[src/rtl/sud64_pkg.sv]
// Shared types and constants of the 64-bit restoring divider.
// Used by sud64_cell, sud64_ctrl and signed_unsigned_divider_64_core; no dependencies.
`default_nettype none

package sud64_pkg;

   localparam int DATA_WIDTH      = 64;
   localparam int OP_WIDTH        = 2;
   localparam int DIV_CELL_WIDTH  = 8;
   localparam int STEP_COUNT_BITS = $clog2(DATA_WIDTH);

   localparam logic [OP_WIDTH-1:0] OP_UNSIGNED_QUOT = 2'd0;
   localparam logic [OP_WIDTH-1:0] OP_UNSIGNED_REM  = 2'd1;
   localparam logic [OP_WIDTH-1:0] OP_SIGNED_QUOT   = 2'd2;
   localparam logic [OP_WIDTH-1:0] OP_SIGNED_REM    = 2'd3;

   // Per-cycle command that every cell of the chain receives.
   typedef struct packed {
      logic load;
      logic step;
      logic fits;
   } cell_ctrl_type;

   // What the top cell of the chain reports back to the controller.
   typedef struct packed {
      logic rem_msb;
      logic borrow;
   } chain_status_type;

   typedef enum logic [2:0] {
      ST_IDLE = 3'b001,
      ST_RUN  = 3'b010,
      ST_FIX  = 3'b100
   } div_state_type;

endpackage

`default_nettype wire

[src/rtl/signed_unsigned_divider_64_core.sv]
// Top level of the 64-bit signed/unsigned restoring divider.
// Depends on sud64_pkg, sud64_cell and sud64_ctrl.
`default_nettype none

// Divides a 64-bit dividend by a 64-bit divisor and returns one 64-bit beat: the
// unsigned or signed quotient or remainder, chosen by req_tuser. Signed operations
// divide magnitudes; the quotient is negated when the operand signs differ and the
// remainder takes the sign of the dividend. A zero divisor returns zero with the
// divide-by-zero flag set, and the most negative value over -1 wraps. The divider takes
// one item at a time: the cycle in which it is accepted loads the operands, a chain of
// CELL_WIDTH-bit slices then produces one quotient bit per cycle with a borrow that
// ripples across the slices, and the fix-up state negates and registers the answer. A
// zero divisor skips the 64 steps and goes from acceptance straight to the fix-up state.
// A new beat is accepted once the answer is registered, even while that answer still
// waits for rsp_tready; the fix-up state of the new beat then stalls until the waiting
// answer is taken.

module signed_unsigned_divider_64_core
   import sud64_pkg::*;
#(
   parameter int CELL_WIDTH = DIV_CELL_WIDTH
) (
   input  wire logic          clock,
   input  wire logic          reset,
   input  wire logic          req_tvalid,
   output logic               req_tready,
   input  wire logic [127:0]  req_tdata,  // dividend [63:0], divisor [127:64]
   input  wire logic [1:0]    req_tuser,  // operation [1:0]
   output logic               rsp_tvalid,
   input  wire logic          rsp_tready,
   output logic [63:0]        rsp_tdata,  // answer [63:0]
   output logic [0:0]         rsp_tuser   // divide_by_zero [0]
);

   localparam int NUM_CELLS = DATA_WIDTH / CELL_WIDTH;

   cell_ctrl_type         cell_ctrl;
   chain_status_type      chain_status;
   logic [DATA_WIDTH-1:0] load_num;
   logic [DATA_WIDTH-1:0] load_den;
   logic [DATA_WIDTH-1:0] rem_word;
   logic [DATA_WIDTH-1:0] quo_word;
   logic [NUM_CELLS-1:0]  rem_msb;
   logic [NUM_CELLS-1:0]  quo_msb;
   logic [NUM_CELLS-1:0]  borrow;
   logic                  dbz_flag;

   sud64_ctrl u_ctrl (
      .clock              (clock),
      .reset              (reset),
      .req_tvalid         (req_tvalid),
      .req_tready         (req_tready),
      .req_operation      (req_tuser),
      .req_dividend       (req_tdata[63:0]),
      .req_divisor        (req_tdata[127:64]),
      .rsp_tvalid         (rsp_tvalid),
      .rsp_tready         (rsp_tready),
      .rsp_answer         (rsp_tdata),
      .rsp_divide_by_zero (dbz_flag),
      .chain_status       (chain_status),
      .rem_word           (rem_word),
      .quo_word           (quo_word),
      .cell_ctrl          (cell_ctrl),
      .load_num           (load_num),
      .load_den           (load_den)
   );

   assign rsp_tuser[0] = dbz_flag;

   // The top quotient bit shifts into the bottom of the remainder, and the new
   // quotient bit shifts into the bottom of the dividend/quotient register.
   for (genvar gi = 0; gi < NUM_CELLS; gi++) begin : g_cell
      logic rem_in_bit;
      logic quo_in_bit;
      logic borrow_in_bit;
      if (gi == 0) begin : g_first
         assign rem_in_bit    = quo_msb[NUM_CELLS-1];
         assign quo_in_bit    = cell_ctrl.fits;
         assign borrow_in_bit = 1'b0;
      end else begin : g_next
         assign rem_in_bit    = rem_msb[gi-1];
         assign quo_in_bit    = quo_msb[gi-1];
         assign borrow_in_bit = borrow[gi-1];
      end
      sud64_cell #(
         .CELL_WIDTH (CELL_WIDTH)
      ) u_cell (
         .clock        (clock),
         .cell_ctrl    (cell_ctrl),
         .load_num     (load_num[gi*CELL_WIDTH +: CELL_WIDTH]),
         .load_den     (load_den[gi*CELL_WIDTH +: CELL_WIDTH]),
         .rem_shift_in (rem_in_bit),
         .quo_shift_in (quo_in_bit),
         .borrow_in    (borrow_in_bit),
         .rem_msb_out  (rem_msb[gi]),
         .quo_msb_out  (quo_msb[gi]),
         .borrow_out   (borrow[gi]),
         .rem_out      (rem_word[gi*CELL_WIDTH +: CELL_WIDTH]),
         .quo_out      (quo_word[gi*CELL_WIDTH +: CELL_WIDTH])
      );
   end

   assign chain_status.rem_msb = rem_msb[NUM_CELLS-1];
   assign chain_status.borrow  = borrow[NUM_CELLS-1];

`ifndef SYNTH
   a_dbz_zero: assert property (@(posedge clock) disable iff (reset)
      (rsp_tvalid && dbz_flag) |-> (rsp_tdata == '0))
      else $error("divide by zero returned a nonzero answer");

   a_busy_after_accept: assert property (@(posedge clock) disable iff (reset)
      (req_tvalid && req_tready) |=> !req_tready)
      else $error("divider took a beat while a division was under way");

   a_step_when_busy: assert property (@(posedge clock) disable iff (reset)
      cell_ctrl.step |-> (!req_tready && !cell_ctrl.load))
      else $error("cell chain stepped while the divider was idle or loading");
`endif

endmodule

`default_nettype wire

[src/rtl/sud64_cell.sv]
// One slice of the divider chain: partial remainder, dividend/quotient and divisor bits.
// Depends on sud64_pkg for the cell command struct.
`default_nettype none

module sud64_cell
   import sud64_pkg::*;
#(
   parameter int CELL_WIDTH = DIV_CELL_WIDTH
) (
   input  wire logic                  clock,
   input  wire cell_ctrl_type         cell_ctrl,
   input  wire logic [CELL_WIDTH-1:0] load_num,
   input  wire logic [CELL_WIDTH-1:0] load_den,
   input  wire logic                  rem_shift_in,
   input  wire logic                  quo_shift_in,
   input  wire logic                  borrow_in,
   output logic                       rem_msb_out,
   output logic                       quo_msb_out,
   output logic                       borrow_out,
   output logic [CELL_WIDTH-1:0]      rem_out,
   output logic [CELL_WIDTH-1:0]      quo_out
);

   logic [CELL_WIDTH-1:0] rem_ff, rem_in;
   logic [CELL_WIDTH-1:0] quo_ff, quo_in;
   logic [CELL_WIDTH-1:0] den_ff, den_in;
   logic [CELL_WIDTH:0]   rem_cat;
   logic [CELL_WIDTH:0]   quo_cat;
   logic [CELL_WIDTH:0]   diff_ext;

   always_comb begin
      rem_cat  = {rem_ff, rem_shift_in};
      quo_cat  = {quo_ff, quo_shift_in};
      // The borrow ripples from the low slice to the high slice within the cycle.
      diff_ext = {1'b0, rem_cat[CELL_WIDTH-1:0]} - {1'b0, den_ff}
                 - {{CELL_WIDTH{1'b0}}, borrow_in};
      rem_in = rem_ff;
      quo_in = quo_ff;
      den_in = den_ff;
      if (cell_ctrl.load) begin
         rem_in = '0;
         quo_in = load_num;
         den_in = load_den;
      end else if (cell_ctrl.step) begin
         rem_in = cell_ctrl.fits ? diff_ext[CELL_WIDTH-1:0] : rem_cat[CELL_WIDTH-1:0];
         quo_in = quo_cat[CELL_WIDTH-1:0];
      end
   end

   always_ff @(posedge clock) begin
      rem_ff <= rem_in;
      quo_ff <= quo_in;
      den_ff <= den_in;
   end

   assign rem_msb_out = rem_ff[CELL_WIDTH-1];
   assign quo_msb_out = quo_ff[CELL_WIDTH-1];
   assign borrow_out  = diff_ext[CELL_WIDTH];
   assign rem_out     = rem_ff;
   assign quo_out     = quo_ff;

endmodule

`default_nettype wire

[src/rtl/sud64_ctrl.sv]
// Sequencer of the divider: operand magnitudes, step count, sign fix-up and result register.
// Depends on sud64_pkg for codes, widths and the chain structs.
`default_nettype none

module sud64_ctrl
   import sud64_pkg::*;
(
   input  wire logic                  clock,
   input  wire logic                  reset,
   input  wire logic                  req_tvalid,
   output logic                       req_tready,
   input  wire logic [OP_WIDTH-1:0]   req_operation,
   input  wire logic [DATA_WIDTH-1:0] req_dividend,
   input  wire logic [DATA_WIDTH-1:0] req_divisor,
   output logic                       rsp_tvalid,
   input  wire logic                  rsp_tready,
   output logic [DATA_WIDTH-1:0]      rsp_answer,
   output logic                       rsp_divide_by_zero,
   input  wire chain_status_type      chain_status,
   input  wire logic [DATA_WIDTH-1:0] rem_word,
   input  wire logic [DATA_WIDTH-1:0] quo_word,
   output cell_ctrl_type              cell_ctrl,
   output logic [DATA_WIDTH-1:0]      load_num,
   output logic [DATA_WIDTH-1:0]      load_den
);

   div_state_type              state_ff, state_in;
   logic [STEP_COUNT_BITS-1:0] count_ff, count_in;
   logic                       want_rem_ff, want_rem_in;
   logic                       negate_ff, negate_in;
   logic                       dbz_ff, dbz_in;
   logic                       valid_ff, valid_in;
   logic [DATA_WIDTH-1:0]      answer_ff, answer_in;
   logic                       answer_dbz_ff, answer_dbz_in;
   logic                       accept;
   logic                       is_signed;
   logic                       want_rem;
   logic                       num_neg;
   logic                       den_neg;
   logic                       out_free;
   logic [DATA_WIDTH-1:0]      picked;

   always_comb begin
      is_signed = (req_operation == OP_SIGNED_QUOT) || (req_operation == OP_SIGNED_REM);
      want_rem  = (req_operation == OP_UNSIGNED_REM) || (req_operation == OP_SIGNED_REM);
      num_neg   = is_signed && req_dividend[DATA_WIDTH-1];
      den_neg   = is_signed && req_divisor[DATA_WIDTH-1];
      load_num  = num_neg ? (~req_dividend + 1'b1) : req_dividend;
      load_den  = den_neg ? (~req_divisor + 1'b1) : req_divisor;
      accept    = req_tvalid && req_tready;
      out_free  = !valid_ff || rsp_tready;
      picked    = want_rem_ff ? rem_word : quo_word;
   end

   assign req_tready = (state_ff == ST_IDLE);

   always_comb begin
      cell_ctrl.load = accept;
      cell_ctrl.step = (state_ff == ST_RUN);
      // A set top bit before the shift means the shifted remainder exceeds any divisor.
      cell_ctrl.fits = chain_status.rem_msb || !chain_status.borrow;
   end

   always_comb begin
      state_in      = state_ff;
      count_in      = count_ff;
      want_rem_in   = want_rem_ff;
      negate_in     = negate_ff;
      dbz_in        = dbz_ff;
      answer_in     = answer_ff;
      answer_dbz_in = answer_dbz_ff;
      valid_in      = valid_ff && !rsp_tready;
      unique case (state_ff)
         ST_IDLE: begin
            if (accept) begin
               want_rem_in = want_rem;
               negate_in   = want_rem ? num_neg : (num_neg ^ den_neg);
               dbz_in      = (req_divisor == '0);
               count_in    = '0;
               state_in    = (req_divisor == '0) ? ST_FIX : ST_RUN;
            end
         end
         ST_RUN: begin
            count_in = count_ff + 1'b1;
            if (count_ff == STEP_COUNT_BITS'(DATA_WIDTH - 1)) begin
               state_in = ST_FIX;
            end
         end
         ST_FIX: begin
            if (out_free) begin
               if (dbz_ff) begin
                  answer_in = '0;
               end else begin
                  answer_in = negate_ff ? (~picked + 1'b1) : picked;
               end
               // The flag travels with the answer so a new beat cannot disturb it.
               answer_dbz_in = dbz_ff;
               valid_in      = 1'b1;
               state_in      = ST_IDLE;
            end
         end
         default: begin
            state_in = ST_IDLE;
         end
      endcase
   end

   always_ff @(posedge clock) begin
      if (reset) begin
         state_ff <= ST_IDLE;
         valid_ff <= 1'b0;
         count_ff <= '0;
      end else begin
         state_ff <= state_in;
         valid_ff <= valid_in;
         count_ff <= count_in;
      end
      want_rem_ff   <= want_rem_in;
      negate_ff     <= negate_in;
      dbz_ff        <= dbz_in;
      answer_ff     <= answer_in;
      answer_dbz_ff <= answer_dbz_in;
   end

   assign rsp_tvalid         = valid_ff;
   assign rsp_answer         = answer_ff;
   assign rsp_divide_by_zero = answer_dbz_ff;

endmodule

`default_nettype wire
[config.mk]
export PLATFORM = sky130hd
export DESIGN_NAME = signed_unsigned_divider_64_core
export DESIGN_NICKNAME = d
export VERILOG_FILES = /design/src/rtl/sud64_pkg.sv /design/src/rtl/signed_unsigned_divider_64_core.sv /design/src/rtl/sud64_cell.sv /design/src/rtl/sud64_ctrl.sv
export SDC_FILE = /design/constraint.sdc
export NUM_CORES = 1
export LEC_CHECK = 0
export BUFFER_PORTS_ARGS = -buffer_cell sky130_fd_sc_hd__clkbuf_2
export CAP_MARGIN = 20
export CORE_MARGIN = 2
export CORE_UTILIZATION = 41
export CTS_BUF_LIST = sky130_fd_sc_hd__clkbuf_4 sky130_fd_sc_hd__clkbuf_8 sky130_fd_sc_hd__clkbuf_16
export DETAILED_ROUTE_END_ITERATION = 12
export GPL_TIMING_DRIVEN = 0
export HOLD_SLACK_MARGIN = 0.1
export PLACE_DENSITY = 0.56
export SYNTH_ARGS = -nofsm -noshare
export SYNTH_HDL_FRONTEND = slang
export SYNTH_SLANG_ARGS = --single-unit
[constraint.sdc]
create_clock -name clock -period 25.4 [get_ports clock]
set_input_delay 3.81 -clock clock [delete_from_list [all_inputs] [get_ports clock]]
set_output_delay 3.81 -clock clock [all_outputs]
set_load 0.02 [all_outputs]
### Yosys cells after proc, flatten, opt, wreduce, memory -nomap -nowiden

Index checks and enable logic that the tools add are counted.

| storage, ports and cells | value |
|---|---|
| register bits after elaboration | 270 |
| logic and storage cells | 121 |
| input bits | 134 |

| operators by class | value |
|---|---|
| reduce and logical (&&, ||, !) cells | 18 |
| mux-type cells | 38 |
| equality and inequality tests | 10 |
| bitwise operators | 4 |
| add/subtract/negate cells | 19 |

Operator list:

| kind | number |
|---|---|
| $mux 64 | 4 |
| $add 64x1->64 const B | 3 |
| $mux 8 | 24 |
| $not 64->64 | 3 |
| $sub 8x8->9 | 8 |
| $logic_not 64->1 | 1 |
| $sub 9x1->9 | 7 |
| $mux 3 | 4 |
| $pmux 6 s2 | 1 |
| $pmux 3 s3 | 1 |
| $add 6x1->6 const B | 1 |
| $eq 6x6->1 const B | 1 |
| $mux 6 | 1 |
| $reduce_and 2->1 | 3 |
| $eq 2x2->1 const B | 2 |
| $logic_and 1x1->1 | 4 |
| $logic_or 1x1->1 | 4 |
| $ne 2x1->1 const B | 2 |
| $reduce_bool 2->1 | 2 |
| $eq 3x1->1 const B | 1 |
| $eq 3x2->1 const B | 1 |
| $eq 3x3->1 const B | 1 |
| $logic_not 1->1 | 3 |
| $mux 1 | 3 |
| 4 further kinds | 4 |

### Longest topological paths before layout

| logic depth | value |
|---|---|
| depth in word-level cells | 12 |
| depth in mapped cells | 75 |

### Modules after synthesis

From an unflattened synthesis, not the netlist that was laid out.

| second synthesis, totals | value |
|---|---|
| cell total of the unflattened synthesis | 2190 |
| area total of the unflattened synthesis | 20667.3 sq um |

Modules (own cells, without submodules):

| module | area each (sq um) | seq. area each (sq um) | times used | cells an instance |
|---|---|---|---|---|
| sud64_cell | 1472.7 | 640.6 | 8 | 138 |
| sud64_ctrl | 8882.3 | 2242.2 | 1 | 1085 |
| signed_unsigned_divider_64_core | 3.8 | 0.0 | 1 | 1 |

### Worst setup path after synthesis

OpenSTA, ideal clock, no wires.

| timing path | value |
|---|---|
| path kind | register to register |
| start | register g_cell[7].u_cell.quo_ff[7] |
| end | register g_cell[1].u_cell.rem_ff[2] |
| clock period less this slack | 14.698 ns |
| path slack | 10.702 ns |
| stages on the path, launching flop included | 76 |
| data arrival time | 14.588 ns |
| library setup time | 0.110 ns |
| cells stage by stage | edfxtp_1 inv_1 ha_1 fa_1 nor2b_1 o31a_1 o31a_1 o21ai_0 nand2b_1 fa_1 inv_1 ha_1 or2_2 fa_1 nand2b_1 a21oi_1 o21ai_0 a21o_1 (+40 left out) fa_1 nand2b_1 a21oi_1 o21ai_0 a21o_1 a21oi_1 xor2_1 fa_1 inv_1 fa_1 nand2b_1 a2111oi_0 nor2_1 o2111ai_1 clkbuf_1 clkbuf_1 nor2_1 o32ai_1 |

| between the ends | value |
|---|---|
| word-level cells in the longest chain between the ends | 11 |

Ends and longest elaborated chain:

| item | RTL line | source |
|---|---|---|
| from (decl) | sud64_cell.sv:25 | `logic [CELL_WIDTH-1:0] quo_ff, quo_in;` |
| from (signal assigned) | sud64_cell.sv:52 | `quo_ff <= quo_in;` |
| $sub 8x8->9 (*) | sud64_cell.sv:35 | `diff_ext = {1'b0, rem_cat[CELL_WIDTH-1:0]} - {1'b0, den_ff}` |
| $sub 9x1->9 (*) | sud64_cell.sv:36 | `- {{CELL_WIDTH{1'b0}}, borrow_in};` |
| $sub 9x1->9 (6 in series) | sud64_cell.sv:36 |  |
| $logic_not 1->1 | sud64_ctrl.sv:61 | `cell_ctrl.fits = chain_status.rem_msb \|\| !chain_status.borrow;` |
| $logic_or 1x1->1 | sud64_ctrl.sv:61 |  |
| $mux 8 (*) | sud64_cell.sv:45 | `rem_in = cell_ctrl.fits ? diff_ext[CELL_WIDTH-1:0] : rem_cat[CELL_WIDTH-1:0];` |
| to (signal assigned) | sud64_cell.sv:51 | `rem_ff <= rem_in;` |
| to (decl) | sud64_cell.sv:24 | `logic [CELL_WIDTH-1:0] rem_ff, rem_in;` |

Every way passes the cells marked *; elsewhere a longest branch is shown, timed or not.
A chain may end at the register's enable or synchronous reset.

### Final worst setup path

| timing path | value |
|---|---|
| start | register g_cell[7].u_cell.quo_ff[7] |
| end | register g_cell[0].u_cell.quo_ff[0], data pin |

| between the ends | value |
|---|---|
| word-level cells in the longest chain between the ends | 12 |

Ends and longest elaborated chain:

| item | RTL line | source |
|---|---|---|
| $sub 8x8->9 | sud64_cell.sv:35 |  |
| $sub 9x1->9 (7 in series) | sud64_cell.sv:36 |  |
| $logic_not 1->1 | sud64_ctrl.sv:61 |  |
| $logic_or 1x1->1 | sud64_ctrl.sv:61 |  |
| $mux 8 | sud64_cell.sv:44 | `end else if (cell_ctrl.step) begin` |
| $mux 8 | sud64_cell.sv:40 | `if (cell_ctrl.load) begin` |
| named net g_cell[0].u_cell.quo_in[0] | sud64_cell.sv:25 |  |
| to (signal assigned) | sud64_cell.sv:52 |  |
| to (decl) | sud64_cell.sv:25 |  |

The timed path passes the listed nets, and every way through them passes these cells. The select of a mux whose other input is x is not followed.

==> impl_metrics.ini <==
[pwr]
p_int_mw = 1.01
irDropWorstVdd_mv = 0.0404
p_seq_frac = 0.357
p_sw_mw = 0.561
switching_share = 0.356
power.total_mw = 1.57
power.density_nw_per_um2 = 70.0
power.leakage_nw = 8.91
p_clk_frac = 0.315
combPwrFrac = 0.328

[critical_path]
slowest_stage = buf_1
rr_worst_depth = 74
startpoint = g_cell[7].u_cell.quo_out[7]
critPathTopFamily = compound AO/OA/AOI/OAI gates
cp.arrival_ns = 17.74
cp_num_buf_inv = 10
r2r_slack_ns = 7.91
path_depth = 74
r2r_end = g_cell[0].u_cell.quo_out[0]
r2r_start = g_cell[7].u_cell.quo_out[7]
end_kind = flip-flop
critPathRequiredTime_ns = 25.65
path_class = flip-flop to flip-flop
slowest_delay_ns = 0.75
path_common_cell = fa_1
startpoint_type = flip-flop
cp_max_fo = 10

[sta]
hold_viol_final = 0
rsz0062_at_grt = false
whs_ns = 0.476
fmax_mhz = 57.2
slew_headroom = 0.302
fin_crit_sh = 0.689
tightest_slew_ns = 1.05
finalSetupTns_ns = 0
fin_crit_ns = 17.49
clock_skew_ns = 0.0307
slew_viol_final = 0
setup_viol = 0
setup_ws_ns = 7.91

[clock_network]
clkSlewWorstSetupHoldPaths_ns = 0.06
cts_max_level = 2
cts_tree = yes
cts_num_sinks = 270
cts-hold-fix-buffers = 0
cts_max_path_buffers = 3
cts_root_buffer = clkbuf_16
cts_setup_buffers = 0
post_cts_resize_count = 0
numCtsBuffers = 35
clock_latency_ns = 0.56

[layout]
n_fill_cell = 4506
diodes = 0
fin_area_um2 = 22500
layout.nets = 2627
drive_gt1_frac = 0.135
area_growth_pct = 15.4

[yosys]
synth_area_um2 = 19500
ys.flop_type = edfxtp_1
synth_seq_cells = 270
synth_edf_count = 196
syn_nets = 2384
synthCells = 2125
yosysUniqueCellTypes = 75
ys_seq_area_frac = 0.378
syn_area_per_cell_um2 = 9.17
async_reset_ff_frac = 0
synth_warnings = 0

[global_route]
grt_use_total = 0.272
overflow = 0
grt_max_degree = 66
grt_pass1_wl_mm = 102
grt_antenna_before_repair = 1
grt_pass1_vias = 17200

[job]
max_cap_violations = 0

[worst_hold_path]
hold_class = flip-flop to flip-flop
hp-start = u_ctrl.count_ff[5]
worstHoldEndpoint = u_ctrl.count_ff[5]
whs_path_depth = 1

[routing]
drc = 0
drt_wl_total_mm = 67.5
ant_nets = 0
drtIter0Drc = 1277
num_vias = 17400
drt_pass1_iterations = 6
wire_per_inst_um = 22.5
vias_per_cell = 5.81

[die]
die_height_um = 222
core_region_area_um2 = 46800
rows = 79
ioPinCount = 201
start_util = 0.417
fp.dieArea_um2 = 49300
die_x_um = 222

[placed_design]
dpl_cell_area_um2 = 21300
routabilityCongestion = 0.932
post-place-ws_ns = 8.15
io_buffers = 200
dp_hpwl_mm = 53.3

[status]
status = complete, no violations
## power by group through the flow
| stage | logic (mW) | registers [mW] | clock network, mW |
|---|---|---|---|
| after floorplan | 0.358 | 0.548 | 0 |
| after global placement | 0.498 | 0.573 | 0 |
| after detailed placement | 0.507 | 0.571 | 0 |
| after CTS | 0.510 | 0.562 | 0.506 |
| after global routing | 0.575 | 0.564 | 0.521 |
| final | 0.516 | 0.562 | 0.496 |
## metrics by stage
stage / util / instances
global placement: 0.454 / 2932
CTS: 0.481 / 3000
floorplan: - / 2125
finish: 0.481 / 3001
detailed placement: 0.456 / 2937
global route: 0.481 / 3001
## metal layers
layer,global-route usage,part of all wire,wire [um]
met1,0.360,0.44,29300
met2,0.456,0.47,31700
met3,0.0382,0.063,4240
met4,0.0885,0.032,2150
met5,0,0.00010,7
## worst register-to-register path: cells and delay by family, from the launching register on
kind	cells	cell delay, ns
AND/OR/NAND/NOR	11	1.83
flip-flops	1	0.42
buffers and inverters	10	1.86
AO/OA/AOI/OAI	30	6.74
adder cells (fa/ha/maj)	17	5.08
XOR/XNOR	6	1.25
## cell type report
cell class / count / area (um2) / share of cell area
multi-input combinational: 1562 / 11000 / 0.489
timing repair buffer: 206 / 1090 / 0.0486
inverter: 182 / 684 / 0.0304
clock buffer: 40 / 948 / 0.0422
sequential: 270 / 7370 / 0.328
clock inverter: 23 / 189 / 0.00840
buffer: 111 / 448 / 0.0199
tap: 607 / 759 / 0.0338
## sequential cells by signal, summed over array words and instances, names as in the netlist, 3 cells and up
register / count
g_cell.u_cell.den_ff: 64
g_cell.u_cell.quo_out: 64
g_cell.u_cell.rem_out: 64
u_ctrl.rsp_answer: 64
u_ctrl.count_ff: 6
u_ctrl.state_ff: 3
## kinds of logic after synthesis
family,after synthesis,share of synthesized area
buffers and inverters,293,0.0579
adders and majority gates,125,0.0861
DFF,270,0.378
xor gates and xnor gates,211,0.0949
muxes,80,0.0418
and+or+nand+nor,694,0.186
AOI/OAI and AO/OA,452,0.155
## placed cells by master (no fill, tap or decap), types with 69 or more instances in the layout
| cell | count |
|---|---|
| nor2_1 | 214 |
| clkbuf_2 | 200 |
| nand2_1 | 123 |
| dfxtp_1 | 74 |
| ha_1 | 110 |
| o21ai_0 | 135 |
| xor2_1 | 69 |
| clkbuf_1 | 83 |
| edfxtp_1 | 196 |
| inv_1 | 179 |
| xnor2_1 | 142 |
| mux2i_1 | 69 |
## worst max-delay path by stage
stage / endpoint / slack, ns
after floorplan: g_cell[1].u_cell.rem_out[2] / 10.70
after global placement: g_cell[0].u_cell.quo_out[0] / 8.28
after detailed placement: g_cell[0].u_cell.quo_out[0] / 8.15
after CTS: g_cell[0].u_cell.quo_out[0] / 8.00
after global routing: g_cell[1].u_cell.rem_out[5] / 6.61
final: g_cell[0].u_cell.quo_out[0] / 7.91
## synthesized netlist by cell type (18+ instances only)
cell type | n | area share
nor2_1 | 214 | 0.041
edfxtp_1 | 196 | 0.30
inv_1 | 179 | 0.034
xnor2_1 | 142 | 0.064
o21ai_0 | 135 | 0.035
nand2_1 | 123 | 0.024
ha_1 | 110 | 0.071
clkbuf_1 | 84 | 0.016
dfxtp_1 | 74 | 0.076
mux2i_1 | 69 | 0.035
xor2_1 | 69 | 0.031
a21oi_1 | 66 | 0.017
nor3_1 | 66 | 0.017
nand3_1 | 41 | 0.011
o32ai_1 | 35 | 0.016
or3_1 | 35 | 0.011
o31ai_1 | 34 | 0.013
a31oi_1 | 27 | 0.0087
nor4_1 | 26 | 0.0083
o41ai_1 | 26 | 0.012
nor3b_1 | 24 | 0.0092
buf_2 | 19 | 0.0049
o21a_1 | 18 | 0.0069
o22ai_1 | 18 | 0.0058
Note: power is estimated with default switching activity, not from simulation.
